==> src/rtl/ack_pkg.sv <==
// Shared constants, types and mod-26 helpers for the autokey cipher unit.
`timescale 1ns / 1ps
package ack_pkg;

   localparam int KEY_DEPTH = 64;
   localparam int KEY_IDX_W = $clog2(KEY_DEPTH);
   localparam int KEY_CNT_W = $clog2(KEY_DEPTH + 1);
   localparam int LETTER_W  = 5;
   localparam int CHAR_W    = 8;
   localparam int KIND_W    = 2;
   localparam int CSR_ADDR_W = 4;
   localparam int CSR_DATA_W = 32;

   localparam logic [KIND_W-1:0] KIND_LOAD    = 2'd0;
   localparam logic [KIND_W-1:0] KIND_TEXT    = 2'd1;
   localparam logic [KIND_W-1:0] KIND_RESTART = 2'd2;

   localparam logic [1:0] REG_AUTOKEY_MODE = 2'd0;
   localparam logic [1:0] REG_DECRYPT_MODE = 2'd1;
   localparam logic [1:0] REG_SHIFT_AMOUNT = 2'd2;

   localparam logic [CHAR_W-1:0] ASCII_UPPER_A = 8'd65;
   localparam logic [CHAR_W-1:0] ASCII_UPPER_Z = 8'd90;
   localparam logic [CHAR_W-1:0] ASCII_LOWER_A = 8'd97;
   localparam logic [CHAR_W-1:0] ASCII_LOWER_Z = 8'd122;
   localparam logic [CHAR_W-1:0] CASE_OFFSET   = 8'd32;
   localparam logic [LETTER_W:0] ALPHA_LEN     = 6'd26;

   typedef logic [LETTER_W-1:0] letter_type;

   typedef struct packed {
      logic       pop;
      logic       push;
      logic       clear;
      letter_type push_data;
   } key_ctl_type;

   typedef struct packed {
      logic empty;
      logic full;
   } key_status_type;

   function automatic logic [CHAR_W-1:0] to_upper(input logic [CHAR_W-1:0] c);
      logic [CHAR_W-1:0] r;
      r = c;
      if (c >= ASCII_LOWER_A && c <= ASCII_LOWER_Z) begin
         r = c - CASE_OFFSET;
      end
      return r;
   endfunction

   function automatic letter_type add_mod26(input letter_type a, input letter_type b);
      logic [LETTER_W:0] s;
      s = {1'b0, a} + {1'b0, b};
      if (s >= ALPHA_LEN) begin
         s = s - ALPHA_LEN;
      end
      return s[LETTER_W-1:0];
   endfunction

   function automatic letter_type neg_mod26(input letter_type a);
      logic [LETTER_W:0] s;
      s = ALPHA_LEN - {1'b0, a};
      if (a == '0) begin
         s = '0;
      end
      return s[LETTER_W-1:0];
   endfunction

endpackage

==> src/rtl/autokey_caesar_cipher_unit.sv <==
// Top level of the autokey / shift cipher unit: CSRs, cipher datapath and output stage.
//
// channel  direction  handshake              payload
// req      in         req_tvalid/req_tready  tdata: char_in[7:0]; tuser: kind[1:0]
// rsp      out        rsp_tvalid/rsp_tready  tdata: out_char[7:0]
// csr      in         csr_psel/csr_penable   paddr 4 bits, registers at 0x0, 0x4, 0x8
//
// One item per cycle while the output register is empty or being taken; a text item's result
// is registered and appears in the cycle after it is accepted. The mod-26 add and the key queue
// pop and push both happen in the accepting cycle; the queue head always sits in cell zero of the cell row.
// Reset clears the CSRs, the queue count and the output valid flag; no clearing pass.
// A stalled result holds in the output register; req_tready stays high while it is taken.
`timescale 1ns / 1ps
module autokey_caesar_cipher_unit (
   input  logic                            clock,
   input  logic                            reset,
   input  logic                            req_tvalid,
   output logic                            req_tready,
   input  logic [ack_pkg::CHAR_W-1:0]      req_tdata,   // [7:0] char_in
   input  logic [ack_pkg::KIND_W-1:0]      req_tuser,   // [1:0] kind
   output logic                            rsp_tvalid,
   input  logic                            rsp_tready,
   output logic [ack_pkg::CHAR_W-1:0]      rsp_tdata,   // [7:0] out_char
   input  logic                            csr_psel,
   input  logic                            csr_penable,
   input  logic                            csr_pwrite,
   input  logic [ack_pkg::CSR_ADDR_W-1:0]  csr_paddr,
   input  logic [ack_pkg::CSR_DATA_W-1:0]  csr_pwdata,
   output logic [ack_pkg::CSR_DATA_W-1:0]  csr_prdata,
   output logic                            csr_pready
);
   import ack_pkg::*;

   logic              autokey_ff;
   logic              decrypt_ff;
   logic [4:0]        shift_ff;
   logic              csr_write;

   logic              accept;
   logic [CHAR_W-1:0] upper;
   logic              is_letter;
   letter_type        p;
   letter_type        n;
   letter_type        key;
   letter_type        r;
   logic [CHAR_W-1:0] result;

   key_ctl_type       ctl;
   key_status_type    status;

   logic              rsp_valid_ff;
   logic              rsp_valid_in;
   logic [CHAR_W-1:0] rsp_data_ff;
   logic [CHAR_W-1:0] rsp_data_in;

   // configuration
   assign csr_pready = 1'b1;
   assign csr_write  = csr_psel && csr_penable && csr_pwrite && csr_pready;

   always_ff @(posedge clock) begin
      if (reset) begin
         autokey_ff <= 1'b0;
         decrypt_ff <= 1'b0;
         shift_ff   <= '0;
      end else if (csr_write) begin
         case (csr_paddr[3:2])
            REG_AUTOKEY_MODE: autokey_ff <= csr_pwdata[0];
            REG_DECRYPT_MODE: decrypt_ff <= csr_pwdata[0];
            REG_SHIFT_AMOUNT: shift_ff   <= csr_pwdata[4:0];
            default: ;
         endcase
      end
   end

   always_comb begin
      case (csr_paddr[3:2])
         REG_AUTOKEY_MODE: csr_prdata = CSR_DATA_W'(autokey_ff);
         REG_DECRYPT_MODE: csr_prdata = CSR_DATA_W'(decrypt_ff);
         REG_SHIFT_AMOUNT: csr_prdata = CSR_DATA_W'(shift_ff);
         default:          csr_prdata = '0;
      endcase
   end

   // cipher datapath
   assign req_tready = !rsp_valid_ff || rsp_tready;
   assign accept     = req_tvalid && req_tready;
   assign upper      = to_upper(req_tdata);
   assign is_letter  = (upper >= ASCII_UPPER_A) && (upper <= ASCII_UPPER_Z);
   assign p          = LETTER_W'(upper - ASCII_UPPER_A);
   assign n          = ({1'b0, shift_ff} >= ALPHA_LEN) ? LETTER_W'({1'b0, shift_ff} - ALPHA_LEN)
                                                       : shift_ff;

   always_comb begin
      if (!autokey_ff) begin
         r = decrypt_ff ? add_mod26(p, neg_mod26(n)) : add_mod26(p, n);
      end else begin
         r = decrypt_ff ? add_mod26(p, add_mod26(neg_mod26(key), n))
                        : add_mod26(p, add_mod26(key, neg_mod26(n)));
      end
   end

   always_comb begin
      result = ASCII_UPPER_A + CHAR_W'(r);
      if (!is_letter || (autokey_ff && status.empty)) begin
         result = upper;
      end
   end

   always_comb begin
      ctl.clear     = accept && (req_tuser == KIND_RESTART);
      ctl.pop       = accept && (req_tuser == KIND_TEXT) && is_letter && autokey_ff
                      && !status.empty;
      ctl.push      = ctl.pop
                      || (accept && (req_tuser == KIND_LOAD) && is_letter && !status.full);
      ctl.push_data = (ctl.pop && decrypt_ff) ? r : p;
   end

   ack_key_chain u_chain (
      .clock     (clock),
      .reset     (reset),
      .ctl       (ctl),
      .head_data (key),
      .status    (status)
   );

   // output stage
   always_comb begin
      rsp_valid_in = rsp_valid_ff && !rsp_tready;
      rsp_data_in  = rsp_data_ff;
      if (accept && (req_tuser == KIND_TEXT)) begin
         rsp_valid_in = 1'b1;
         rsp_data_in  = result;
      end
   end

   always_ff @(posedge clock) begin
      if (reset) begin
         rsp_valid_ff <= 1'b0;
      end else begin
         rsp_valid_ff <= rsp_valid_in;
      end
   end

   always_ff @(posedge clock) begin
      rsp_data_ff <= rsp_data_in;
   end

   assign rsp_tvalid = rsp_valid_ff;
   assign rsp_tdata  = rsp_data_ff;

endmodule

==> src/rtl/ack_key_cell.sv <==
// One stage of the key queue: holds a key letter, shifts from its neighbor or loads a push.
`timescale 1ns / 1ps
module ack_key_cell (
   input  logic                clock,
   input  logic                pop,
   input  logic                load,
   input  ack_pkg::letter_type load_data,
   input  ack_pkg::letter_type next_data,
   output ack_pkg::letter_type data
);
   import ack_pkg::*;

   letter_type data_ff;
   letter_type data_in;

   always_comb begin
      data_in = data_ff;
      if (load) begin
         data_in = load_data;
      end else if (pop) begin
         data_in = next_data;
      end
   end

   always_ff @(posedge clock) begin
      data_ff <= data_in;
   end

   assign data = data_ff;

endmodule

==> src/rtl/ack_key_chain.sv <==
// Key queue built as a row of shifting cells with the head in cell zero.
`timescale 1ns / 1ps
module ack_key_chain (
   input  logic                    clock,
   input  logic                    reset,
   input  ack_pkg::key_ctl_type    ctl,
   output ack_pkg::letter_type     head_data,
   output ack_pkg::key_status_type status
);
   import ack_pkg::*;

   logic [KEY_CNT_W-1:0] count_ff;
   logic [KEY_CNT_W-1:0] count_in;
   logic [KEY_CNT_W-1:0] push_idx;
   letter_type           cell_data [KEY_DEPTH];

   assign push_idx = count_ff - KEY_CNT_W'(ctl.pop);

   genvar i;
   generate
      for (i = 0; i < KEY_DEPTH; i++) begin : g_cell
         letter_type next_data;
         logic       load;
         if (i == KEY_DEPTH - 1) begin : g_last
            assign next_data = '0;
         end else begin : g_mid
            assign next_data = cell_data[i+1];
         end
         assign load = ctl.push && (push_idx == KEY_CNT_W'(i));
         ack_key_cell u_cell (
            .clock     (clock),
            .pop       (ctl.pop),
            .load      (load),
            .load_data (ctl.push_data),
            .next_data (next_data),
            .data      (cell_data[i])
         );
      end
   endgenerate

   always_comb begin
      count_in = count_ff;
      if (ctl.clear) begin
         count_in = '0;
      end else begin
         count_in = count_ff + KEY_CNT_W'(ctl.push) - KEY_CNT_W'(ctl.pop);
      end
   end

   always_ff @(posedge clock) begin
      if (reset) begin
         count_ff <= '0;
      end else begin
         count_ff <= count_in;
      end
   end

   assign head_data    = cell_data[0];
   assign status.empty = (count_ff == '0);
   assign status.full  = (count_ff == KEY_CNT_W'(KEY_DEPTH));

   a_count_bound: assert property (@(posedge clock) disable iff (reset)
      count_ff <= KEY_CNT_W'(KEY_DEPTH))
      else $error("key queue count above depth");

   a_pop_nonempty: assert property (@(posedge clock) disable iff (reset)
      ctl.pop |-> count_ff != '0)
      else $error("pop from empty key queue");

   a_push_room: assert property (@(posedge clock) disable iff (reset)
      (ctl.push && !ctl.pop) |-> count_ff != KEY_CNT_W'(KEY_DEPTH))
      else $error("push into full key queue");

   a_clear_empties: assert property (@(posedge clock) disable iff (reset)
      ctl.clear |=> count_ff == '0)
      else $error("restart left key queue occupied");

   a_pop_only_count: assert property (@(posedge clock) disable iff (reset)
      (ctl.pop && !ctl.push && !ctl.clear) |=> count_ff == $past(count_ff) - 1'b1)
      else $error("key queue count did not drop on pop");

endmodule

==> config.mk <==
export PLATFORM = sky130hd
export DESIGN_NAME = autokey_caesar_cipher_unit
export DESIGN_NICKNAME = d
export VERILOG_FILES = /design/src/rtl/ack_pkg.sv /design/src/rtl/autokey_caesar_cipher_unit.sv /design/src/rtl/ack_key_cell.sv /design/src/rtl/ack_key_chain.sv
export SDC_FILE = /design/constraint.sdc
export NUM_CORES = 1
export LEC_CHECK = 0
export BUFFER_PORTS_ARGS = -buffer_cell sky130_fd_sc_hd__buf_2
export CAP_MARGIN = 0
export CORE_MARGIN = 2
export CORE_UTILIZATION = 60
export CTS_BUF_LIST = sky130_fd_sc_hd__clkbuf_16
export DETAILED_ROUTE_END_ITERATION = 7
export GPL_ROUTABILITY_DRIVEN = 0
export PLACE_DENSITY = 0.87
export RECOVER_POWER = 100
export SYNTH_ARGS = -nofsm -noshare
export SYNTH_HDL_FRONTEND = slang
export SYNTH_SLANG_ARGS = --single-unit
==> constraint.sdc <==
create_clock -name clock -period 10.7 [get_ports clock]
set_input_delay 2.14 -clock clock [delete_from_list [all_inputs] [get_ports clock]]
set_output_delay 2.14 -clock clock [all_outputs]
set_load 0.005 [all_outputs]
# Yosys cells after proc, flatten, opt, wreduce, memory -nomap -nowiden
# Index checks and enable logic that the tools add are counted.
# W data, S select, Z words.
dict set report word_totals {
  reg_bits 343
  output_inout_bits 43
}
dict set report op_classes {
  add_sub_neg 21
  order_cmp 11
  n_eq_ne 68
  mux 150
  reduce_logical 162
}
# operator count
set op_table {}
lappend op_table {{$mux W5} 146}
lappend op_table {{$eq A7 B6 Y1 const B} 32}
lappend op_table {{$reduce_bool A2 Y1} 64}
lappend op_table {{$eq A7 B5 Y1 const B} 16}
lappend op_table {{$logic_and A1 B1 Y1} 80}
lappend op_table {{$eq A7 B4 Y1 const B} 8}
lappend op_table {{$add A5 B5 Y6} 6}
lappend op_table {{$ge A6 B5 Y1 const B} 6}
lappend op_table {{$sub A5 B5 Y5 const B} 7}
lappend op_table {{$eq A7 B3 Y1 const B} 4}
lappend op_table {{$ge A8 B7 Y1 const B} 2}
lappend op_table {{$le A8 B7 Y1 const B} 2}
lappend op_table {{$mux W8} 2}
lappend op_table {{$pmux W5 S3} 1}
lappend op_table {{$eq A7 B2 Y1 const B} 2}
lappend op_table {{$logic_not A7 Y1} 2}
lappend op_table {{$sub A7 B1 Y7} 2}
lappend op_table {{$logic_not A5 Y1} 2}
lappend op_table {{$sub A5 B5 Y5 const A} 2}
lappend op_table {{$add A7 B5 Y8 const A} 1}
lappend op_table {{$sub A8 B6 Y8 const B} 1}
lappend op_table {{$add A7 B1 Y7} 1}
lappend op_table {{$eq A7 B1 Y1 const B} 1}
lappend op_table {{$eq A7 B7 Y1 const B} 1}
lappend op_table {{other kinds (10)} 21}

# Depth between registers and ports, before layout
# Gate-level depths: netlist (run 1).
dict set report logic_depth {
  ltp_word 16
  mapped_depth 37
}

# By module
# Synthesis (run 1) repeated with hierarchy kept, for this count alone.
dict set report hier_totals {
  hier_cells 1371
  area_unflattened_um2 18576.6
}
# mod instances cells_per_inst area_per_inst_um2
set modules_own_cells {}
lappend modules_own_cells {ack_key_cell 64 11 212.7}
lappend modules_own_cells {autokey_caesar_cipher_unit 1 476 3603.5}
lappend modules_own_cells {ack_key_chain 1 191 1360.1}

# Worst setup path before layout (run 1)
# OpenSTA, ideal clock, no wires.
dict set report synth_timing {
  path_kind {register to register}
  startpoint {reg shift_ff[2]}
  endpoint {reg rsp_data_ff[4] (netlist: rsp_tdata[4]) (data pin)}
  t_arrival_ns 6.728
  t_required_ns 10.422
  slack_ns 3.694
  path_stages_with_launch 38
  cell_sequence {dfxtp_1 buf_2 inv_1 ha_1 and3b_1 nor2_1 a41oi_1 inv_1 ha_1 nor3b_1 a31oi_2 a21oi_1 nor2_1 xnor2_1 ha_1 a21oi_1 o21ai_0 maj3_1 (+2 left out) xnor2_1 inv_1 fa_1 nand2b_1 a21oi_1 xor2_1 a31o_2 xnor2_1 nor2_1 a21oi_1 a2bb2oi_1 o21a_1 ha_1 inv_1 a311o_1 a211o_1 xnor2_1 mux2i_1}
}
dict set report synth_between {
  elab_chain_cells 16
  word_cells_on_any_way 39
  classes_between {add/sub: 15; order compare: 7; mux: 16; reduce/logical: 1}
}
# element line_no
set synth_lines {}
lappend synth_lines {{from (decl)} autokey_caesar_cipher_unit.sv:36} ;# logic [4:0] shift_ff;
lappend synth_lines {{from (signal assigned)} autokey_caesar_cipher_unit.sv:69} ;# REG_SHIFT_AMOUNT: shift_ff <= csr_pwdata[4:0];
lappend synth_lines {{$sub A5 B5 Y5 / $ge A5 B5 Y1 (equally long branches)} autokey_caesar_cipher_unit.sv:90} ;# assign n = ({1'b0, shift_ff} >= ALPHA_LEN) ? LETTER_W'({1'b0, shift_ff} - ALPHA_LEN)
lappend synth_lines {{$mux W5 (*)} autokey_caesar_cipher_unit.sv:90}
lappend synth_lines {{$sub A5 B5 Y5 / $logic_not A5 Y1 (equally long branches)} {ack_pkg.sv:63, ack_pkg.sv:64}}
lappend synth_lines {{$mux W5} ack_pkg.sv:64} ;# if (a == '0) begin
lappend synth_lines {{$mux W5} autokey_caesar_cipher_unit.sv:94} ;# if (!autokey_ff) begin
lappend synth_lines {{$add A5 B5 Y6} ack_pkg.sv:54} ;# s = {1'b0, a} + {1'b0, b};
lappend synth_lines {{$sub A5 B5 Y5 / $ge A6 B5 Y1 (equally long branches)} {ack_pkg.sv:56, ack_pkg.sv:55}}
lappend synth_lines {{$mux W5} ack_pkg.sv:55} ;# if (s >= ALPHA_LEN) begin
lappend synth_lines {{$mux W5} autokey_caesar_cipher_unit.sv:94}
lappend synth_lines {{$add A5 B5 Y6} ack_pkg.sv:54}
lappend synth_lines {{$sub A5 B5 Y5 / $ge A6 B5 Y1 (equally long branches)} {ack_pkg.sv:56, ack_pkg.sv:55}}
lappend synth_lines {{$mux W5} ack_pkg.sv:55}
lappend synth_lines {{$mux W5} autokey_caesar_cipher_unit.sv:97} ;# r = decrypt_ff ? add_mod26(p, add_mod26(neg_mod26(key), n))
lappend synth_lines {{$mux W5 (*)} autokey_caesar_cipher_unit.sv:94}
lappend synth_lines {{$add A7 B5 Y8 (*)} autokey_caesar_cipher_unit.sv:103} ;# result = ASCII_UPPER_A + CHAR_W'(r);
lappend synth_lines {{$mux W8 (*)} autokey_caesar_cipher_unit.sv:104} ;# if (!is_letter || (autokey_ff && status.empty)) begin
lappend synth_lines {{via result[4]} autokey_caesar_cipher_unit.sv:46} ;# logic [CHAR_W-1:0] result;
lappend synth_lines {{to (signal assigned)} autokey_caesar_cipher_unit.sv:145} ;# rsp_data_ff <= rsp_data_in;
lappend synth_lines {{to (decl)} autokey_caesar_cipher_unit.sv:53} ;# logic [CHAR_W-1:0] rsp_data_ff;
# The timed path passes the listed nets; every way through them passes the cells marked *. The select of a mux whose other input is x is not followed.
# A chain may end at the register's enable or synchronous reset.

# Worst setup path in the final report (run 1)
dict set report layout_timing {
  startpoint {in req_tdata[0] in the netlist's numbering}
  endpoint {reg u_chain.g_cell[45].u_cell.data_ff[1] (enable)}
}
dict set report layout_between {
  elab_chain_cells 12
  word_cells_on_any_way 18
  classes_between {add/sub: 2; order compare: 4; eq/ne: 1; mux: 1; reduce/logical: 10}
}
# element line_no
set layout_lines {}
lappend layout_lines {{from (decl)} autokey_caesar_cipher_unit.sv:19} ;# input logic [ack_pkg::CHAR_W-1:0] req_tdata,
lappend layout_lines {{$ge A8 B7 Y1 / $le A8 B7 Y1 (equally long branches)} ack_pkg.sv:46} ;# if (c >= ASCII_LOWER_A && c <= ASCII_LOWER_Z) begin
lappend layout_lines {{$logic_and A1 B1 Y1} ack_pkg.sv:46}
lappend layout_lines {{$mux W8 (*)} ack_pkg.sv:46}
lappend layout_lines {{$ge A8 B7 Y1 / $le A8 B7 Y1 (equally long branches)} autokey_caesar_cipher_unit.sv:88} ;# assign is_letter = (upper >= ASCII_UPPER_A) && (upper <= ASCII_UPPER_Z);
lappend layout_lines {{$logic_and A1 B1 Y1 (*)} autokey_caesar_cipher_unit.sv:88}
lappend layout_lines {{$logic_and A1 B1 Y1 (2 in series)} autokey_caesar_cipher_unit.sv:111} ;# ctl.pop = accept && (req_tuser == KIND_TEXT) && is_letter && autokey_ff
lappend layout_lines {{$logic_and A1 B1 Y1} autokey_caesar_cipher_unit.sv:112} ;# && !status.empty;
lappend layout_lines {{$sub A7 B1 Y7} ack_key_chain.sv:17} ;# assign push_idx = count_ff - KEY_CNT_W'(ctl.pop);
lappend layout_lines {{$eq A7 B6 Y1} ack_key_chain.sv:29} ;# assign load = ctl.push && (push_idx == KEY_CNT_W'(i));
lappend layout_lines {{$logic_and A1 B1 Y1} ack_key_chain.sv:29}
lappend layout_lines {{$reduce_bool A2 Y1 (no line) (*)} n/a}
lappend layout_lines {{to (signal assigned)} ack_key_cell.sv:26} ;# data_ff <= data_in;
lappend layout_lines {{to (decl)} ack_key_cell.sv:13} ;# letter_type data_ff;
# Every way passes the cells marked *; elsewhere a longest branch is shown, timed or not.

==> impl_metrics.env, run 1 <==
export IMPL_slew_viol_final=106
export IMPL_cts_clk_slew_worst_paths_ns=0.06
export IMPL_cts_root_buf="clkbuf_16"
export IMPL_clock_path_buffers=3
export IMPL_drcViolationCount=0
export IMPL_async_flop_share=0
export IMPL_drt_initial_drc_count=1265
export IMPL_grt_pass1_wl_mm=59.6
export IMPL_initial_core_util=0.605
export IMPL_grt_max_degree=66
export IMPL_fp_dieH_um=176
export IMPL_hold_class="reg -> reg"
export IMPL_io_pins=96
export IMPL_design_area_mm2=0.0191
export IMPL_p_int_mw=2.33
export IMPL_drv_cap=2
export IMPL_fin_util=0.647
export IMPL_hold_buffers=0
export IMPL_post_cts_resized=0
export IMPL_synth_ff_type="edfxtp_1"
export IMPL_power_density_mw_per_mm2=156
export IMPL_worstSetupPathType="in -> reg"
export IMPL_hpwl_mm=23.5
export IMPL_firstDrtPassIters=6
export IMPL_clkSinkCount=343
export IMPL_status="finished, violations left"
export IMPL_rrSetupSlack_ns=1.58
export IMPL_syn_to_final_growth_pct=6.92
export IMPL_avgSynthCellArea_um2=10.2
export IMPL_wl_per_cell_um=17.1
export IMPL_final_common_cell="nand2_1"
export IMPL_antenna_left=0
export IMPL_power_frac_seq=0.488
export IMPL_start_kind="primary input"
export IMPL_cp_data_required_time_ns=10.86
export IMPL_insertion_delay_ns=0.53
export IMPL_synthDistinctLibCells=78
export IMPL_grt_antenna_before_repair=0
export IMPL_period_share=0.862
export IMPL_skew_ns=0.0252
export IMPL_max_slew_worst_pin_slew_ns=3.59
export IMPL_die_area_mm2=0.0311
export IMPL_cp_max_fo=65
export IMPL_tns_ns=0
export IMPL_grt_pass1_vias=12200
export IMPL_worst_slack_ns=1.48
export IMPL_fmax_ghz=0.108
export IMPL_p_leak_nw=7.62
export IMPL_violations="max-capacitance violations, max-slew violations"
export IMPL_finalHoldViolations=0
export IMPL_comb_power_share=0.072
export IMPL_diodes=0
export IMPL_final_layout_size_suffix_gt1_frac=0.0730
export IMPL_maxSlewHeadroom=-1.39
export IMPL_track_usage=0.238
export IMPL_dpl_worst_slack_ns=2.29
export IMPL_vdd_ir_drop_max_uv=169
export IMPL_finalPower_mw=2.97
export IMPL_layout_common_cells="nand2_1 (438), edfxtp_1 (328), o21ai_0 (313)"
export IMPL_p_switching_mw=0.642
export IMPL_seq_area_frac_synth=0.569
export IMPL_core_mm2=0.0295
export IMPL_dpl_cell_area_mm2=0.0180
export IMPL_vias=12600
export IMPL_ctsHtreeMaxLevel=2
export IMPL_die_x_um=176
export IMPL_cts_tree="yes"
export IMPL_synth_edf_count=328
export IMPL_rsz0062_at_grt="no"
export IMPL_period_needed_ns=9.22
export IMPL_power_frac_clock=0.440
export IMPL_syn_area_mm2=0.0178
export IMPL_io_buffers=38
export IMPL_ys_ff_latch=343
export IMPL_postCtsSetupBuffers=0
export IMPL_finalWirelength_mm=36.7
export IMPL_endpoint_kind="flip-flop"
export IMPL_cts_made_buffers=35
export IMPL_setup_viol=0
export IMPL_avgViaCountPerCell=5.90
export IMPL_nets=1837
export IMPL_num_rows=63
export IMPL_syn_inst=1754
export IMPL_overflow=0
export IMPL_fillCellCount=2199
export IMPL_yosys_warnings=0
export IMPL_switching_share=0.216
export IMPL_cp_arrival_ns=9.38
-- layer usage --
| metal | track usage | vias up | wire length (µm) |
|---|---|---|---|
| li1 | - | 6064 | - |
| met1 | 0.307 | 5976 | 14900 |
| met2 | 0.407 | 501 | 18000 |
| met3 | 0.0368 | 92 | 2670 |
| met4 | 0.0944 | 0 | 1130 |
| met5 | 0 | - | 0 |
-- sequential cells by signal (all words and copies together), names as in the netlist --
name	count
decrypt_ff	1
u_chain.count_ff	7
u_chain.g_cell.u_cell.data	320
rsp_tvalid	1
rsp_tdata	8
autokey_ff	1
shift_ff	5
-- final cells by class --
| class | count | area [µm²] | area share |
|---|---|---|---|
| clock buffer | 36 | 901 | 0.0473 |
| clock inverter | 27 | 342 | 0.0179 |
| inverter | 55 | 206 | 0.0108 |
| multi-input combinational | 1244 | 6730 | 0.353 |
| sequential | 343 | 10100 | 0.532 |
| tap | 390 | 488 | 0.0256 |
| timing repair buffer | 48 | 251 | 0.0132 |
-- power by group through the flow --
stage | Combinational [mW] | Clock [mW] | Sequential (mW)
after global routing | 0.234 | 1.37 | 1.45
after floorplan | 0.169 | 0 | 1.48
after global placement | 0.205 | 0 | 1.48
after CTS | 0.216 | 1.32 | 1.45
after detailed placement | 0.214 | 0 | 1.48
final | 0.213 | 1.31 | 1.45
-- synthesized netlist by cell type (4+ instances only) --
library cell / instances / share of area
buf_4: 28 / 0.012
o21bai_1: 9 / 0.0038
fa_1: 5 / 0.0056
dfxtp_1: 15 / 0.017
clkbuf_1: 93 / 0.020
a21oi_2: 6 / 0.0029
inv_1: 54 / 0.011
a21oi_1: 62 / 0.017
nor2b_1: 6 / 0.0021
and2_1: 8 / 0.0028
ha_1: 52 / 0.036
a21o_1: 8 / 0.0034
xor2_1: 16 / 0.0079
o21ai_0: 252 / 0.071
edfxtp_1: 328 / 0.55
nor3_1: 17 / 0.0048
buf_6: 6 / 0.0038
nand2_1: 438 / 0.092
o21ai_1: 17 / 0.0048
buf_2: 9 / 0.0025
a211oi_1: 8 / 0.0034
o21ai_2: 53 / 0.026
nor3b_1: 5 / 0.0021
mux2_2: 9 / 0.0057
nand3_1: 12 / 0.0034
or3_1: 4 / 0.0014
xnor2_1: 26 / 0.013
nor4_1: 4 / 0.0014
and3_1: 4 / 0.0014
mux2i_1: 16 / 0.0090
nor2_1: 101 / 0.021
nand2b_1: 10 / 0.0035
-- critical path, stage by stage --
cell      delay (ns)
clkbuf_1        0.21
inv_1           0.21
ha_1            0.24
inv_1           0.05
a21oi_1         0.05
o21ai_0         0.25
nor3_1          0.08
o221ai_1        0.27
or3_2           0.18
clkbuf_1        2.52
inv_1           0.26
ha_1            0.43
ha_1            0.28
nand2_1         0.14
a21oi_1         0.09
o22a_1          0.21
or2_2           0.34
nor3_1          0.69
nand2_1         0.41
nand2_1         0.31
-- kinds of logic after synthesis --
family / synth area share
buf+inv: 0.0497
flops: 0.569
mux: 0.0159
other cells: 0.000421
simple gates: 0.142
fa+ha+maj: 0.0438
xor+xnor: 0.0206
compound gates: 0.158
-- worst paths after layout --
path                                      from                                 to  cells after the start
min          u_chain.g_cell[37].u_cell.data[0]  u_chain.g_cell[36].u_cell.data[0]                      2
max reg2reg                        shift_ff[2]  u_chain.g_cell[19].u_cell.data[1]                     33
min reg2reg  u_chain.g_cell[37].u_cell.data[0]  u_chain.g_cell[36].u_cell.data[0]                      2
max                               req_tdata[0]  u_chain.g_cell[45].u_cell.data[1]                     20
-- metrics by stage --
step / hold slack (ns) / std cells
6_report: 0.524 / 2143
5_1_grt: 0.539 / 2143
4_1_cts: 0.521 / 2143
3_5_place_dp: 0.505 / 2080
3_3_place_gp: 0.498 / 2080
2_1_floorplan: 0.496 / 1780
Note: power is estimated with default switching activity, not from simulation.
==> inputs of run 2 (changes only) <==
==> constraint.sdc (replaced) <==
create_clock -name clock -period 10.7 [get_ports clock]
set_input_delay 1.07 -clock clock [delete_from_list [all_inputs] [get_ports clock]]
set_output_delay 1.07 -clock clock [all_outputs]
set_load 0.005 [all_outputs]
==> run 2 against run 1 <==
The run still ends with max-capacitance violations, max-slew violations left. Sequential share of layout area rose by 0.78 points. Via count increased by 0.68%. First-iteration DRC count fell by 9.2%.
==> impl_metrics.env, run 2 (synthesis gave the netlist of run 1 again) <==
export IMPL_status="finished, violations left"
export IMPL_violations="max-capacitance violations, max-slew violations"
export IMPL_antenna_left=0
export IMPL_drv_cap=2
export IMPL_core_mm2=0.0295
export IMPL_nets=1837
export IMPL_setup_viol=0
export IMPL_grt_pass1_wl_mm=58.9
export IMPL_num_rows=63
export IMPL_worst_path_largest_cell_delay_ns=1.39
export IMPL_die_x_um=176
export IMPL_fin_util=0.637
export IMPL_cts_made_buffers=35
export IMPL_rrSetupSlack_ns=1.69
export IMPL_cts_clk_slew_worst_paths_ns=0.06
export IMPL_power_frac_clock=0.394
export IMPL_period_needed_ns=9.01
export IMPL_die_area_mm2=0.0311
export IMPL_cp_data_required_time_ns=10.94
export IMPL_grt_max_degree=66
export IMPL_holdWs_ns=0.514
export IMPL_cts_root_buf="clkbuf_16"
export IMPL_tns_ns=0
export IMPL_hold_class="reg -> reg"
export IMPL_switching_share=0.228
export IMPL_hold_buffers=0
export IMPL_cts_tree="yes"
export IMPL_avgViaCountPerCell=5.95
export IMPL_comb_power_share=0.077
export IMPL_io_pins=96
export IMPL_final_common_cell="nand2_1"
export IMPL_slew_viol_final=105
export IMPL_dpl_cell_count=2080
export IMPL_postCtsSetupBuffers=0
export IMPL_grt_antenna_before_repair=0
export IMPL_power_density_mw_per_mm2=146
export IMPL_p_leak_nw=7.49
export IMPL_p_switching_mw=0.626
export IMPL_wl_per_cell_um=17.1
export IMPL_finalNonFillerCells=2138
export IMPL_insertion_delay_ns=0.51
export IMPL_design_area_mm2=0.0188
export IMPL_slowest_stage="o21ai_2"
export IMPL_start_kind="flip-flop"
export IMPL_finalHoldViolations=0
export IMPL_vias=12700
export IMPL_drcViolationCount=0
export IMPL_max_slew_worst_pin_slew_ns=3.38
export IMPL_layout_common_cells="nand2_1 (438), edfxtp_1 (328), o21ai_0 (308)"
export IMPL_syn_to_final_growth_pct=5.38
export IMPL_cp_arrival_ns=9.24
export IMPL_firstDrtPassIters=7
export IMPL_endpoint_kind="flip-flop"
export IMPL_clkSinkCount=343
export IMPL_skew_ns=0.0139
export IMPL_cp_max_fo=38
export IMPL_io_buffers=38
export IMPL_post_cts_resized=0
export IMPL_vdd_ir_drop_max_uv=166
export IMPL_track_usage=0.235
export IMPL_p_int_mw=2.12
export IMPL_grt_pass1_vias=12100
export IMPL_crit_top_cell="a21oi_1"
export IMPL_clock_path_buffers=3
export IMPL_period_share=0.842
export IMPL_rsz0062_at_grt="no"
export IMPL_fmax_ghz=0.111
export IMPL_final_layout_size_suffix_gt1_frac=0.0658
export IMPL_ctsHtreeMaxLevel=2
export IMPL_initial_core_util=0.605
export IMPL_dpl_cell_area_mm2=0.0180
export IMPL_overflow=0
export IMPL_fp_dieH_um=176
export IMPL_worstSetupPathType="reg -> reg"
export IMPL_maxSlewHeadroom=-1.25
export IMPL_finalWirelength_mm=36.5
export IMPL_fillCellCount=2215
export IMPL_power_frac_seq=0.529
export IMPL_largest_reg_flops=320
export IMPL_hpwl_mm=23.9
export IMPL_drt_initial_drc_count=1148
export IMPL_diodes=0
-- run 2: changes by cell type in the layout (fill, tap and decap cells not counted), moves of 4 or more --
cell / previous run / this run
a21oi_1: 61 / 68
a21oi_2: 6 / 0
bufinv_16: 8 / 0
clkinv_1: 4 / 9
o21ai_0: 313 / 308
o21ai_2: 1 / 5
-- run 2: path summary, 6_finish.rpt --
| check | cells past startpoint | end | startpoint |
|---|---|---|---|
| worst max-delay path | 33 | u_chain.g_cell[20].u_cell.data[1] | shift_ff[2] |
| worst min-delay path | 2 | u_chain.g_cell[53].u_cell.data[2] | u_chain.g_cell[54].u_cell.data[2] |
| worst max register to register | 33 | u_chain.g_cell[20].u_cell.data[1] | shift_ff[2] |
| worst min register to register | 2 | u_chain.g_cell[53].u_cell.data[2] | u_chain.g_cell[54].u_cell.data[2] |
-- run 2: layout make-up --
cell class                      count  area [µm²]  share of cell area
Sequential cell                   343       10100               0.540
Clock buffer                       35         876              0.0466
Inverter                           55         206              0.0110
Timing Repair Buffer               48         250              0.0133
Tap cell                          390         488              0.0260
Clock inverter                     23         111             0.00593
Multi-Input combinational cell   1244        6710               0.357
-- run 2: power groups by stage --
stage	logic, mW	registers [mW]	clock network, mW
after global routing	0.232	1.45	1.14
after CTS	0.215	1.45	1.09
after global placement	0.204	1.48	0
after detailed placement	0.213	1.48	0
after floorplan	0.169	1.48	0
final	0.210	1.45	1.08
-- run 2: per-stage QoR --
stage / worst slack (ns) / power [mW]
final: 1.69 / 2.74
after global routing: 0.931 / 2.82
after floorplan: 3.69 / 1.65
after CTS: 2.21 / 2.76
after global placement: 2.48 / 1.68
after detailed placement: 2.26 / 1.69
-- run 2: critical path, delay by kind of cell (launching register included) --
kind	cells	cell delay, ns
and+or+nand+nor	6	1.09
xor gates and xnor gates	5	0.94
adders and majority gates	5	1.55
AOI/OAI and AO/OA	13	3.71
DFF	1	0.51
buffers and inverters	4	0.93
-- run 2: per-layer routing --
layer,share of wire,up-vias,wire (µm),global-route usage
met5,0,-,0,0
met2,0.50,517,18300,0.416
met4,0.028,0,1020,0.0785
li1,-,6067,-,-
met3,0.074,77,2720,0.0457
met1,0.40,6058,14500,0.290
==> inputs of run 3 (changes only) <==
--- a/config.mk
+++ b/config.mk
@@ -8,11 +8,11 @@
 export BUFFER_PORTS_ARGS = -buffer_cell sky130_fd_sc_hd__buf_2
 export CAP_MARGIN = 0
 export CORE_MARGIN = 2
-export CORE_UTILIZATION = 60
+export CORE_UTILIZATION = 56
 export CTS_BUF_LIST = sky130_fd_sc_hd__clkbuf_16
 export DETAILED_ROUTE_END_ITERATION = 7
 export GPL_ROUTABILITY_DRIVEN = 0
-export PLACE_DENSITY = 0.87
+export PLACE_DENSITY = 0.86
 export RECOVER_POWER = 100
 export SYNTH_ARGS = -nofsm -noshare
 export SYNTH_HDL_FRONTEND = slang
==> constraint.sdc (replaced) <==
create_clock -name clock -period 7.33 [get_ports clock]
set_input_delay 0.733 -clock clock [delete_from_list [all_inputs] [get_ports clock]]
set_output_delay 0.733 -clock clock [all_outputs]
set_load 0.005 [all_outputs]
==> run 3 against run 2 <==
Final area grew 3.0%. Non-clock buffer count grew 17. Largest cell class unchanged. Routed wire length grew 4.7%. Largest power group unchanged. The run now ends clean. Sequential power grew 46%. Via count grew 1.3%. Core utilization shrank 2.2 points. Count of clock-buffer cells in the layout shrank 1.
==> impl_metrics.env, run 3 (synthesis gave the netlist of run 1 again) <==
export IMPL_grt_max_degree=65
export IMPL_maxSlewHeadroom=0.0184
export IMPL_grt_pass1_vias=12800
export IMPL_finalWirelength_mm=38.3
export IMPL_largest_reg_flops=320
export IMPL_fmax_ghz=0.143
export IMPL_slowest_stage="fa_1"
export IMPL_nets=1853
export IMPL_overflow=0
export IMPL_tns_ns=0
export IMPL_diodes=0
export IMPL_start_kind="flip-flop"
export IMPL_fillCellCount=2327
export IMPL_cp_max_fo=6
export IMPL_fp_dieH_um=182
export IMPL_ctsHtreeMaxLevel=2
export IMPL_io_pins=96
export IMPL_cts_clk_slew_worst_paths_ns=0.06
export IMPL_period_share=0.951
export IMPL_max_slew_worst_pin_slew_ns=1.47
export IMPL_initial_core_util=0.567
export IMPL_cp_data_required_time_ns=7.56
export IMPL_p_leak_nw=7.72
export IMPL_holdPathEnd="shift_ff[2]"
export IMPL_num_rows=65
export IMPL_cts_made_buffers=34
export IMPL_avgViaCountPerCell=5.94
export IMPL_skew_ns=0.0121
export IMPL_grt_antenna_before_repair=0
export IMPL_track_usage=0.231
export IMPL_endpoint_kind="flip-flop"
export IMPL_drcViolationCount=0
export IMPL_dpl_worst_slack_ns=0.212
export IMPL_die_area_mm2=0.0333
export IMPL_drv_cap=0
export IMPL_finalHoldViolations=0
export IMPL_rrSetupSlack_ns=0.36
export IMPL_core_mm2=0.0315
export IMPL_insertion_delay_ns=0.51
export IMPL_worst_path_largest_cell_delay_ns=0.42
export IMPL_r2r_start="shift_ff[1]"
export IMPL_hold_class="in -> reg"
export IMPL_clkSinkCount=343
export IMPL_worst_slack_ns=0.359
export IMPL_cts_tree="yes"
export IMPL_hp_start="csr_pwdata[2]"
export IMPL_setup_viol=0
export IMPL_hpwl_mm=24.5
export IMPL_cp_arrival_ns=7.20
export IMPL_finalPower_mw=4.18
export IMPL_slew_viol_final=0
export IMPL_power_density_mw_per_mm2=216
export IMPL_final_layout_size_suffix_gt1_frac=0.114
export IMPL_syn_to_final_growth_pct=8.57
export IMPL_cts_root_buf="clkbuf_16"
export IMPL_final_common_cell="nand2_1"
export IMPL_io_buffers=38
export IMPL_period_needed_ns=6.97
export IMPL_worstSetupPathType="reg -> reg"
export IMPL_status="finished, final reports clean"
export IMPL_firstDrtPassIters=6
export IMPL_die_x_um=182
export IMPL_whs_path_depth=3
export IMPL_antenna_left=0
export IMPL_vdd_ir_drop_max_uv=201
export IMPL_layout_common_cells="nand2_1 (438), edfxtp_1 (328), o21ai_0 (253)"
export IMPL_clock_path_buffers=3
export IMPL_r2r_end="rsp_tdata[4]"
export IMPL_drt_initial_drc_count=1130
export IMPL_vias=12900
export IMPL_grt_pass1_wl_mm=62.1
export IMPL_rr_worst_depth=36
export IMPL_wl_per_cell_um=17.6
-- run 3: cell types whose count changed in the layout (fill, tap and decap cells not counted), sizes merged --
cell / previous run / this run
clkbuf: 43 / 41
bufinv: 0 / 4
inv: 62 / 59
buf: 40 / 58
clkinv: 15 / 17
-- run 3: power by group --
part           total [mW]  internal [mW]  switching [mW]
registers            2.12           2.12         0.00219
clock network        1.71          0.986           0.725
logic               0.349          0.130           0.218
total                4.18           3.23           0.945
-- run 3: cell type report --
| class | instances | area [µm²] | share of cell area |
|---|---|---|---|
| clock buffer | 34 | 851 | 0.0440 |
| inverter | 55 | 206 | 0.0107 |
| sequential | 343 | 10100 | 0.524 |
| timing repair buffer | 65 | 432 | 0.0223 |
| clock inverter | 26 | 225 | 0.0116 |
| tap | 402 | 503 | 0.0260 |
| multi-input combinational | 1244 | 6990 | 0.361 |
-- run 3: critical path, delay by kind of cell (launching register included) --
kind,cells,cell delay (ns)
buf+inv,4,0.30
mux,1,0.09
simple gates,6,0.86
xor+xnor,6,0.96
flops,1,0.32
compound gates,13,2.41
fa+ha+maj,6,1.74
-- run 3: timing repair --
| item | CTS | global route |
|---|---|---|
| resized for setup | 0 | 12 |
| hold buffers | 0 | 0 |
| setup buffers | 0 | 4 |
| setup endpoints to repair | 0 | 124 |
| hold endpoints to repair | 0 | 0 |
-- run 3: layer usage --
metal / share of wire / track usage
met5: 0 / 0
met4: 0.032 / 0.0977
met3: 0.064 / 0.0341
met2: 0.50 / 0.404
met1: 0.40 / 0.287
-- run 3: how the worst max path moves through the flow --
stage | slack, ns | start | depth (start not counted) | to
2_1_floorplan | 0.32 | shift_ff[2] | 37 | rsp_tdata[4]
6_report | 0.36 | shift_ff[1] | 36 | rsp_tdata[4]
4_1_cts | 0.09 | shift_ff[1] | 36 | rsp_tdata[4]
3_3_place_gp | 0.39 | shift_ff[1] | 36 | rsp_tdata[4]
3_5_place_dp | 0.21 | shift_ff[1] | 36 | rsp_tdata[4]
5_1_grt | -0.10 | shift_ff[1] | 36 | rsp_tdata[4]
-- run 3: per-stage QoR --
stage,hold slack [ns],instances,utilization,cell area [µm²]
after floorplan,0.496,1780,-,17900
after detailed placement,0.507,2105,0.578,18200
after global placement,0.498,2105,0.578,18200
after CTS,0.445,2165,0.613,19300
after global routing,0.484,2169,0.615,19400
final,0.453,2169,0.615,19400
